### src/sv/srpc_pkg.sv
// ----------------------------------------------------------------------------
// srpc_pkg
// Shared types and constants for the scheduled refill pump controller.
// ----------------------------------------------------------------------------
package srpc_pkg;

    localparam int unsigned TICKS_PER_SECOND = 10000;
    localparam int unsigned TPS_W = $clog2(TICKS_PER_SECOND + 1);
    localparam logic [TPS_W-1:0] TPS_V = TPS_W'(TICKS_PER_SECOND);

    // floor(2^32 / T), quotient estimate is low by at most one
    localparam longint unsigned RECIP = (64'd1 << 32) / TICKS_PER_SECOND;
    localparam int unsigned RECIP_W = $clog2(RECIP + 1);

    localparam int unsigned TICK_W = 32;
    localparam int unsigned PROD_W = TICK_W + RECIP_W;
    localparam longint unsigned SEC_MAX =
        (64'hFFFF_FFFF + TICKS_PER_SECOND - 1) / TICKS_PER_SECOND;
    localparam int unsigned SEC_W = $clog2(SEC_MAX + 1);

    localparam int unsigned HOUR_W = 5;
    localparam int unsigned MINUTE_W = 6;
    localparam int unsigned MAX_RUN_W = 16;
    localparam int unsigned STOPPED_W = 19;
    localparam int unsigned RUNNING_W = 16;

    localparam logic [MINUTE_W-1:0] START_MINUTE = MINUTE_W'(11);
    localparam logic [MAX_RUN_W-1:0] DEFAULT_MAX_RUN = MAX_RUN_W'(5 * 60);

    localparam int unsigned APB_DATA_W = 32;
    localparam int unsigned APB_ADDR_W = 3;
    localparam logic REG_ENABLED = 1'b0;
    localparam logic REG_MAX_RUN = 1'b1;

    typedef struct packed {
        logic                 enabled;
        logic [MAX_RUN_W-1:0] max_run;
        logic [TICK_W-1:0]    limit_ticks;
    } cfg_t;

    typedef struct packed {
        logic ld1;
        logic ld2;
        logic ld3;
        logic ld_out;
    } adv_t;

endpackage

### src/sv/srpc_regs.sv
// ----------------------------------------------------------------------------
// srpc_regs
// APB register file: enable bit and run limit, plus the run limit in ticks.
// ----------------------------------------------------------------------------
module srpc_regs
(
    input  logic                                 clk,
    input  logic                                 rst_n,
    input  logic                                 psel,
    input  logic                                 penable,
    input  logic                                 pwrite,
    input  logic [srpc_pkg::APB_ADDR_W-1:0]      paddr,
    input  logic [srpc_pkg::APB_DATA_W-1:0]      pwdata,
    output logic [srpc_pkg::APB_DATA_W-1:0]      prdata,
    output logic                                 pready,
    output srpc_pkg::cfg_t                       cfg
);

    logic                             enabled_reg;
    logic [srpc_pkg::MAX_RUN_W-1:0]   max_run_reg;
    logic [srpc_pkg::TICK_W-1:0]      limit_reg;
    logic [srpc_pkg::TICK_W-1:0]      limit_next;
    logic [srpc_pkg::MAX_RUN_W+srpc_pkg::TPS_W-1:0] limit_full;
    logic                             wr_en;
    logic                             reg_idx;

    assign pready  = 1'b1;
    assign wr_en   = psel & penable & pwrite & pready;
    assign reg_idx = paddr[2];

    // limit in ticks tracks the written value on the same edge
    assign limit_full = (srpc_pkg::MAX_RUN_W + srpc_pkg::TPS_W)'(pwdata[srpc_pkg::MAX_RUN_W-1:0])
                      * (srpc_pkg::MAX_RUN_W + srpc_pkg::TPS_W)'(srpc_pkg::TPS_V);
    assign limit_next = srpc_pkg::TICK_W'(limit_full);

    always_ff @(posedge clk or negedge rst_n)
    begin
        if (!rst_n)
        begin
            enabled_reg <= 1'b0;
            max_run_reg <= srpc_pkg::DEFAULT_MAX_RUN;
            limit_reg   <= srpc_pkg::TICK_W'(srpc_pkg::DEFAULT_MAX_RUN
                                             * srpc_pkg::TICKS_PER_SECOND);
        end
        else if (wr_en)
        begin
            case (reg_idx)
                srpc_pkg::REG_ENABLED: enabled_reg <= pwdata[0];
                srpc_pkg::REG_MAX_RUN:
                begin
                    max_run_reg <= pwdata[srpc_pkg::MAX_RUN_W-1:0];
                    limit_reg   <= limit_next;
                end
                default: ;
            endcase
        end
    end

    always_comb
    begin
        case (reg_idx)
            srpc_pkg::REG_ENABLED: prdata = srpc_pkg::APB_DATA_W'(enabled_reg);
            srpc_pkg::REG_MAX_RUN: prdata = srpc_pkg::APB_DATA_W'(max_run_reg);
            default:               prdata = '0;
        endcase
    end

    assign cfg.enabled     = enabled_reg;
    assign cfg.max_run     = max_run_reg;
    assign cfg.limit_ticks = limit_reg;

endmodule

### src/sv/srpc_ctrl.sv
// ----------------------------------------------------------------------------
// srpc_ctrl
// Pump start/stop decision, recorded times and the two tick differences.
// ----------------------------------------------------------------------------
module srpc_ctrl
(
    input  logic                                clk,
    input  logic                                rst_n,
    input  srpc_pkg::cfg_t                      cfg,
    input  logic                                commit,
    input  logic [srpc_pkg::HOUR_W-1:0]         hour,
    input  logic [srpc_pkg::MINUTE_W-1:0]       minute,
    input  logic                                tank_full,
    input  logic [srpc_pkg::TICK_W-1:0]         now_ticks,
    output logic                                pump_on,
    output logic [srpc_pkg::TICK_W-1:0]         stop_diff,
    output logic [srpc_pkg::TICK_W-1:0]         run_diff
);

    logic                            running_reg;
    logic                            running_next;
    logic [srpc_pkg::MINUTE_W-1:0]   prev_minute_reg;
    logic [srpc_pkg::MINUTE_W-1:0]   prev_minute_next;
    logic [srpc_pkg::TICK_W-1:0]     start_reg;
    logic [srpc_pkg::TICK_W-1:0]     start_next;
    logic [srpc_pkg::TICK_W-1:0]     stop_reg;
    logic [srpc_pkg::TICK_W-1:0]     stop_next;
    logic [srpc_pkg::TICK_W-1:0]     deadline;
    logic                            timeout;
    logic                            changed;

    assign deadline = start_reg + cfg.limit_ticks;
    assign timeout  = now_ticks > deadline;
    assign changed  = prev_minute_reg != minute;

    always_comb
    begin
        running_next     = running_reg;
        prev_minute_next = prev_minute_reg;
        start_next       = start_reg;
        stop_next        = stop_reg;
        if (cfg.enabled)
        begin
            prev_minute_next = minute;
            if (running_reg)
            begin
                if (tank_full || timeout)
                begin
                    stop_next    = now_ticks;
                    running_next = 1'b0;
                end
            end
            else if (!tank_full && hour[0] && changed && minute == srpc_pkg::START_MINUTE)
            begin
                start_next   = now_ticks;
                running_next = 1'b1;
            end
        end
    end

    assign pump_on   = running_next;
    assign stop_diff = running_next ? (start_next - stop_next) : (now_ticks - stop_next);
    assign run_diff  = running_next ? (now_ticks - start_next) : (stop_next - start_next);

    always_ff @(posedge clk or negedge rst_n)
    begin
        if (!rst_n)
        begin
            running_reg     <= 1'b0;
            prev_minute_reg <= '0;
            start_reg       <= '0;
            stop_reg        <= '0;
        end
        else if (commit)
        begin
            running_reg     <= running_next;
            prev_minute_reg <= prev_minute_next;
            start_reg       <= start_next;
            stop_reg        <= stop_next;
        end
    end

endmodule

### src/sv/srpc_sec_div.sv
// ----------------------------------------------------------------------------
// srpc_sec_div
// Ticks to seconds, rounding up: reciprocal multiply, back-multiply, one
// correction step, then the round-up increment into the result register.
// ----------------------------------------------------------------------------
module srpc_sec_div
(
    input  logic                               clk,
    input  srpc_pkg::adv_t                     adv,
    input  logic [srpc_pkg::TICK_W-1:0]        ticks,
    output logic [srpc_pkg::SEC_W-1:0]         seconds
);

    localparam int unsigned QT_W = srpc_pkg::SEC_W + srpc_pkg::TPS_W;

    logic [srpc_pkg::TICK_W-1:0]   d1_reg;
    logic [srpc_pkg::TICK_W-1:0]   d2_reg;
    logic [srpc_pkg::TICK_W-1:0]   d3_reg;
    logic [srpc_pkg::PROD_W-1:0]   prod_reg;
    logic [srpc_pkg::PROD_W-1:0]   prod_next;
    logic [srpc_pkg::SEC_W-1:0]    q_est;
    logic [srpc_pkg::SEC_W-1:0]    q3_reg;
    logic [QT_W-1:0]               qt_full;
    logic [srpc_pkg::TICK_W-1:0]   qt3_reg;
    logic [srpc_pkg::TICK_W-1:0]   rem0;
    logic [srpc_pkg::TICK_W-1:0]   rem1;
    logic                          over;
    logic [srpc_pkg::SEC_W-1:0]    q_fix;
    logic [srpc_pkg::SEC_W-1:0]    sec_next;
    logic [srpc_pkg::SEC_W-1:0]    sec_reg;

    assign prod_next = srpc_pkg::PROD_W'(d1_reg) * srpc_pkg::PROD_W'(srpc_pkg::RECIP);
    assign q_est     = srpc_pkg::SEC_W'(prod_reg >> srpc_pkg::TICK_W);
    assign qt_full   = QT_W'(q_est) * QT_W'(srpc_pkg::TPS_V);

    assign rem0     = d3_reg - qt3_reg;
    assign over     = rem0 >= srpc_pkg::TICK_W'(srpc_pkg::TPS_V);
    assign rem1     = over ? (rem0 - srpc_pkg::TICK_W'(srpc_pkg::TPS_V)) : rem0;
    assign q_fix    = over ? (q3_reg + srpc_pkg::SEC_W'(1)) : q3_reg;
    assign sec_next = q_fix + srpc_pkg::SEC_W'(rem1 != '0);

    always_ff @(posedge clk)
    begin
        if (adv.ld1)
        begin
            d1_reg <= ticks;
        end
        if (adv.ld2)
        begin
            d2_reg   <= d1_reg;
            prod_reg <= prod_next;
        end
        if (adv.ld3)
        begin
            d3_reg  <= d2_reg;
            q3_reg  <= q_est;
            qt3_reg <= srpc_pkg::TICK_W'(qt_full);
        end
        if (adv.ld_out)
        begin
            sec_reg <= sec_next;
        end
    end

    assign seconds = sec_reg;

endmodule

### src/sv/scheduled_refill_pump_controller.sv
// ----------------------------------------------------------------------------
// scheduled_refill_pump_controller
// Scheduled refill pump control with run-time limit and duration reporting.
// ----------------------------------------------------------------------------
//  channel | direction | handshake          | beat
//  tick    | in        | in_valid/in_stall  | hour, minute, tank_full, now_ticks
//  result  | out       | out_valid/out_stall| pump_on, stopped_seconds,
//          |           |                    | running_seconds
//  config  | in        | APB                | enabled @0x0, max_run_seconds @0x4
//
// One beat per cycle sustained while out_stall is low. A result passes from the
// input register through the v1, v2 and v3 stage registers into the output
// register; depth is set by the two registered multiplies of the tick-to-seconds conversion.
// Reset clears the pump state and all stage valids; no sweep.
// Stalls back up stage by stage; empty stages keep accepting.
// ----------------------------------------------------------------------------
module scheduled_refill_pump_controller
(
    input  logic                                 clk,
    input  logic                                 rst_n,
    input  logic                                 psel,
    input  logic                                 penable,
    input  logic                                 pwrite,
    input  logic [srpc_pkg::APB_ADDR_W-1:0]      paddr,
    input  logic [srpc_pkg::APB_DATA_W-1:0]      pwdata,
    output logic [srpc_pkg::APB_DATA_W-1:0]      prdata,
    output logic                                 pready,
    input  logic                                 in_valid,
    output logic                                 in_stall,
    input  logic [srpc_pkg::HOUR_W-1:0]          hour,
    input  logic [srpc_pkg::MINUTE_W-1:0]        minute,
    input  logic                                 tank_full,
    input  logic [srpc_pkg::TICK_W-1:0]          now_ticks,
    output logic                                 out_valid,
    input  logic                                 out_stall,
    output logic                                 pump_on,
    output logic [srpc_pkg::STOPPED_W-1:0]       stopped_seconds,
    output logic [srpc_pkg::RUNNING_W-1:0]       running_seconds
);

    srpc_pkg::cfg_t                  cfg;
    srpc_pkg::adv_t                  adv;

    logic                            va_reg;
    logic                            v1_reg;
    logic                            v2_reg;
    logic                            v3_reg;
    logic                            vo_reg;
    logic                            rdy_a;
    logic                            rdy_1;
    logic                            rdy_2;
    logic                            rdy_3;
    logic                            rdy_o;
    logic                            accept;

    logic [srpc_pkg::HOUR_W-1:0]     hour_reg;
    logic [srpc_pkg::MINUTE_W-1:0]   minute_reg;
    logic                            full_reg;
    logic [srpc_pkg::TICK_W-1:0]     now_reg;

    logic                            pump_a;
    logic [srpc_pkg::TICK_W-1:0]     stop_diff;
    logic [srpc_pkg::TICK_W-1:0]     run_diff;
    logic                            pump1_reg;
    logic                            pump2_reg;
    logic                            pump3_reg;
    logic                            pumpo_reg;
    logic [srpc_pkg::SEC_W-1:0]      stop_sec;
    logic [srpc_pkg::SEC_W-1:0]      run_sec;

    assign rdy_o  = !vo_reg || !out_stall;
    assign rdy_3  = !v3_reg || rdy_o;
    assign rdy_2  = !v2_reg || rdy_3;
    assign rdy_1  = !v1_reg || rdy_2;
    assign rdy_a  = !va_reg || rdy_1;

    assign adv.ld_out = v3_reg && rdy_o;
    assign adv.ld3    = v2_reg && rdy_3;
    assign adv.ld2    = v1_reg && rdy_2;
    assign adv.ld1    = va_reg && rdy_1;

    assign in_stall = !rdy_a;
    assign accept   = in_valid && rdy_a;

    always_ff @(posedge clk or negedge rst_n)
    begin
        if (!rst_n)
        begin
            va_reg <= 1'b0;
            v1_reg <= 1'b0;
            v2_reg <= 1'b0;
            v3_reg <= 1'b0;
            vo_reg <= 1'b0;
        end
        else
        begin
            va_reg <= accept     || (va_reg && !adv.ld1);
            v1_reg <= adv.ld1    || (v1_reg && !adv.ld2);
            v2_reg <= adv.ld2    || (v2_reg && !adv.ld3);
            v3_reg <= adv.ld3    || (v3_reg && !adv.ld_out);
            vo_reg <= adv.ld_out || (vo_reg && out_stall);
        end
    end

    always_ff @(posedge clk)
    begin
        if (accept)
        begin
            hour_reg   <= hour;
            minute_reg <= minute;
            full_reg   <= tank_full;
            now_reg    <= now_ticks;
        end
        if (adv.ld1)
        begin
            pump1_reg <= pump_a;
        end
        if (adv.ld2)
        begin
            pump2_reg <= pump1_reg;
        end
        if (adv.ld3)
        begin
            pump3_reg <= pump2_reg;
        end
        if (adv.ld_out)
        begin
            pumpo_reg <= pump3_reg;
        end
    end

    srpc_regs u_regs
    (
        .clk     (clk),
        .rst_n   (rst_n),
        .psel    (psel),
        .penable (penable),
        .pwrite  (pwrite),
        .paddr   (paddr),
        .pwdata  (pwdata),
        .prdata  (prdata),
        .pready  (pready),
        .cfg     (cfg)
    );

    srpc_ctrl u_ctrl
    (
        .clk       (clk),
        .rst_n     (rst_n),
        .cfg       (cfg),
        .commit    (adv.ld1),
        .hour      (hour_reg),
        .minute    (minute_reg),
        .tank_full (full_reg),
        .now_ticks (now_reg),
        .pump_on   (pump_a),
        .stop_diff (stop_diff),
        .run_diff  (run_diff)
    );

    srpc_sec_div u_stop_div
    (
        .clk     (clk),
        .adv     (adv),
        .ticks   (stop_diff),
        .seconds (stop_sec)
    );

    srpc_sec_div u_run_div
    (
        .clk     (clk),
        .adv     (adv),
        .ticks   (run_diff),
        .seconds (run_sec)
    );

    assign out_valid       = vo_reg;
    assign pump_on         = pumpo_reg;
    assign stopped_seconds = srpc_pkg::STOPPED_W'(stop_sec);
    assign running_seconds = srpc_pkg::RUNNING_W'(run_sec);

endmodule

### config.mk
export PLATFORM = sky130hd
export DESIGN_NAME = scheduled_refill_pump_controller
export DESIGN_NICKNAME = d
export VERILOG_FILES = /design/src/sv/srpc_pkg.sv /design/src/sv/srpc_regs.sv /design/src/sv/srpc_ctrl.sv /design/src/sv/srpc_sec_div.sv /design/src/sv/scheduled_refill_pump_controller.sv
export SDC_FILE = /design/constraint.sdc
export NUM_CORES = 2
export LEC_CHECK = 0
export ABC_AREA = 1
export BUFFER_PORTS_ARGS = -buffer_cell sky130_fd_sc_hd__buf_2
export CAP_MARGIN = 10
export CORE_ASPECT_RATIO = 0.8
export CORE_MARGIN = 4
export CORE_UTILIZATION = 40
export DETAILED_ROUTE_END_ITERATION = 8
export GPL_TIMING_DRIVEN = 0
export PLACE_DENSITY = 0.66
export SLEW_MARGIN = 20
export SYNTH_ARGS = -nofsm -noshare
export SYNTH_HDL_FRONTEND = slang
export SYNTH_HIERARCHICAL = 1
export SYNTH_SLANG_ARGS = --single-unit
### constraint.sdc
create_clock -name clk -period 6.4 [get_ports clk]
set_input_delay 0.64 -clock clk [delete_from_list [all_inputs] [get_ports clk]]
set_output_delay 0.64 -clock clk [all_outputs]
set_load 0.005 [all_outputs]
# Yosys cells after proc, flatten, opt, wreduce, memory -nomap -nowiden
# Cells that the tools add are included.
# Widths: inputs -> output; s select.
[totals]
rom_bits = 0
word_cells = 118
n_memories = 0
latchBits = 0
ff_bits = 577
output_inout_bits = 71
ram_bits = 0
inputBits = 86
[op_classes]
n_addsub = 13
n_lt_le_gt_ge = 3
n_bitwise = 3
n_reduce_logical = 41
mul = 5
muxes = 17
eq_ne = 2
div_mod_pow = 0
n_shift = 0
[op_table]
columns = ["operator", "count"]
rows = [
  ["$mux 32", 10],
  ["$sub 32x32->32", 6],
  ["$mul 32x16->48 const B", 2],
  ["$ge 32x14->1 const B", 2],
  ["$pmux 32 s2", 1],
  ["$reduce_bool 32->1", 2],
  ["$sub 32x14->32 const B", 2],
  ["$mul 19x10->28 const B", 2],
  ["$add 32x30->32", 1],
  ["$gt 32x32->1", 1],
  ["$mul 16x10->26 const B", 1],
  ["$add 19x1->19", 1],
  ["$add 19x1->19 const B", 1],
  ["$mux 19", 1],
  ["$add 16x1->16", 1],
  ["$add 16x1->16 const B", 1],
  ["$mux 16", 1],
  ["$logic_and 1x1->1", 13],
  ["$logic_not 1->1", 12],
  ["$logic_or 1x1->1", 11],
  ["$eq 6x4->1 const B", 1],
  ["$ne 6x6->1", 1],
  ["$reduce_and 2->1", 3],
  ["$mux 1", 4],
  ["2 further kinds", 3],
]

# Depth between registers and ports, before layout
[logic_depth]
word_depth = 9
ltp_mapped = 54
mapped_depth_nobuf = 51

# Modules after synthesis
# The synthesis kept the hierarchy.
[by_module_without_submodules]
columns = ["module", "seq_area_each_um2", "cells_per_inst", "area_each_um2", "instances"]
rows = [
  ["srpc_sec_div (u_run_div)", 5315.1, 2507, 22355.2, 1],
  ["srpc_sec_div (u_stop_div)", 5315.1, 2423, 21926.0, 1],
  ["srpc_ctrl", 1776.7, 1523, 10022.1, 1],
  ["srpc_regs", 991.0, 630, 4789.6, 1],
  ["scheduled_refill_pump_controller", 1566.5, 77, 1682.9, 1],
]

# Worst setup path after synthesis
# OpenSTA, ideal clock, no wires.
[synth_path]
path_type = "register -> register"
from = "register, netlist name u_regs/max_run_reg[1]"
to = "register u_run_div/d1_reg[26] (netlist name) (data pin)"
arrival_ns = 6.471
required_ns = 6.141
path_buffers = 3
path_stages_with_launch = 46
period_less_slack_ns = 6.730
slack_ns = -0.330
setup_ns = 0.259
path_cell_list = "dfrtp_1 -> ha_1 -> a21oi_1 -> a21boi_1 -> o21ai_1 -> a21boi_1 -> o21ai_1 -> a21boi_1 -> o21bai_1 -> a21oi_1 -> o21ai_1 -> a21oi_1 -> xor2_1 -> ha_1 -> nand2_1 -> nor2_2 -> nand2_1 -> nor2_1 -> (+10 left out) -> ha_1 -> fa_1 -> o21ai_1 -> a21oi_1 -> o21bai_1 -> a21oi_1 -> o21bai_1 -> nand3_1 -> nand2_1 -> nand2_1 -> nand2_1 -> a21oi_1 -> nor2_1 -> inv_1 -> o21ai_1 -> nand2_1 -> nand2_1 -> xor2_1"
[synth_rtl]
columns = ["element", "line", "text"]
rows = [
  ["end signal, assigned", "srpc_sec_div.sv:46", "d1_reg <= ticks;"],
  ["end, declared", "srpc_sec_div.sv:16", "logic [srpc_pkg::TICK_W-1:0] d1_reg;"],
]

==> impl_metrics.tcl <==
set metrics [dict create \
    path_clk_slew_ns 0.07 \
    placed_area_um2 63800 \
    post-route-util_pct 45.5 \
    top_usage_layer "met2" \
    fillers 14600 \
    layout-drive-gt1-share_pct 12.2 \
    skew_ns 0.0601 \
    layout_commonest_cell "inv_1" \
    multi_input_comb_area_um2 40200 \
    maxSlewViolCount 0 \
    status "finished with violations" \
    vias 47600 \
    die-area_um2 157000 \
    clk_path_buf_depth 3 \
    hold_violations 0 \
    relSlewSlack_pct 44.4 \
    grtUsageMet3_pct 3.11 \
    min_from "now_ticks[6]" \
    r2r-start "u_regs/max_run_reg[2]" \
    clock-root-buffer "clkbuf_16" \
    grt_pass1_vias 47100 \
    routed_via_density 5.02 \
    antenna_found_initial 11 \
    drt_iter0_drc 3617 \
    drc 0 \
    ff_latch_area_um2 14700 \
    setup-violations-final 15 \
    required_ns 6.79 \
    finalInstanceArea_um2 68200 \
    io_pins 157 \
    ys_warn_count 6 \
    numCtsBuffers 57 \
    core.rowCount 127 \
    layout_setup_ws_ns -0.251 \
    drtPass1Iterations 6 \
    rsz0062_at_grt "yes" \
    period_share_pct 104 \
    violations "setup timing" \
    wire_per_inst_um 17.0 \
    drt_wl_total_um 162000 \
    syn_avg_cell_area_um2 8.48 \
    critPathLaunchType "flip-flop" \
    layout_common_cells "inv_1, nand2_1, ha_1, fa_1, edfxtp_1" \
    end_kind "flip-flop" \
    cts-htree-levels 2 \
    gp_congestion 0.948 \
    area_growth_pct 13.2 \
    start_util_pct 40.2 \
    crit_fanout 4 \
    fmax_mhz 150 \
    fp.coreArea_um2 150000 \
    grt_pass1_wl_um 257000 \
    final_cells 9489 \
    crit_type "flip-flop to flip-flop" \
    gr-usage-met1_pct 30.2 \
    grt_max_degree 79 \
    nets 8854 \
    dp_slack_ns -2.04 \
    min_path_cells 1 \
    drtAntennaViolNets 0 \
    gr-usage-all-layers_pct 20.4 \
    max_cap_violations 0 \
    cpMostUsedCell "nand2_2" \
    syn_area_um2 60200 \
    die_x_um 442 \
    dp.cells 9248 \
    hpwl_um 137000 \
    hold_class "input pin to flip-flop" \
    cts_sinks 507 \
    port_buffers 116 \
    arrival_ns 7.04 \
    fin_crit_ns 6.65 \
    num_antenna_cells 0 \
    cts_tree "built" \
    setup.worst_path.start "u_regs/max_run_reg[2]" \
    max_stage_delay_ns 0.57 \
    grt_overflow 0 \
    use_met2_pct 31.7 \
    synthCells 7099 \
    die_y_um 355 \
    clk_latency_ns 0.70 \
    ff2ff_path_depth 47 \
    worst_pin_slew_ns 0.825 \
    worst_path_max_delay_cell "dfstp_2" \
]
## layout make-up
type	count	share of cell area, %
Buffer	80	0.898
Inverter	1605	8.87
Sequential cell	507	21.5
Tap cell	1999	3.67
Clock inverter	47	0.910
Timing Repair Buffer	265	3.01
Multi-Input combinational cell	4926	59.0
Clock buffer	60	2.11
## per-stage QoR
stage | hold WS, ns | setup TNS [ns]
after detailed placement | 0.405 | -57.83
final | 0.129 | -2.41
after CTS | 0.0882 | -2.13
after floorplan | 0.344 | 0
after global routing | 0.102 | -8.43
after global placement | 0.401 | -417.00
## routing by layer
metal | routed length, µm | vias to the layer above
li1 | - | 23200
met1 | 77100 | 22900
met2 | 71000 | 1358
met3 | 10500 | 197
met4 | 3030 | 0
met5 | 0 | -
## critical path: cells and delay by family (launching register included)
kind	cells	cell delay (ns)
buffers and inverters	4	0.41
AO/OA/AOI/OAI	19	2.42
XOR/XNOR	2	0.25
adder cells (fa/ha/maj)	4	1.11
flip-flops	1	0.57
AND/OR/NAND/NOR	18	1.55
## path summary, 6_finish.rpt
check	slack, ns	endpoint
max	-0.25	u_run_div/d1_reg[26]
min	0.13	now_reg[6]
max reg2reg	-0.25	u_run_div/d1_reg[26]
min reg2reg	0.41	pump3_reg
max in group asynchronous	5.20	u_ctrl/stop_reg[26]
min in group asynchronous	0.45	u_ctrl/prev_minute_reg[5]
## what timing repair did
action | 4_1_cts | 5_1_grt
setup endpoints to repair | 61 | 53
gates resized for setup | 163 | 162
pin swaps | 84 | 83
endpoints found under the hold margin | 38 | 0
gates cloned | 0 | 1
hold buffers | 1 | 0
buffers inserted | 76 | 68
Power is not shown: default switching activity piles up to over one toggle a cycle in this logic, so the estimate is an artifact.
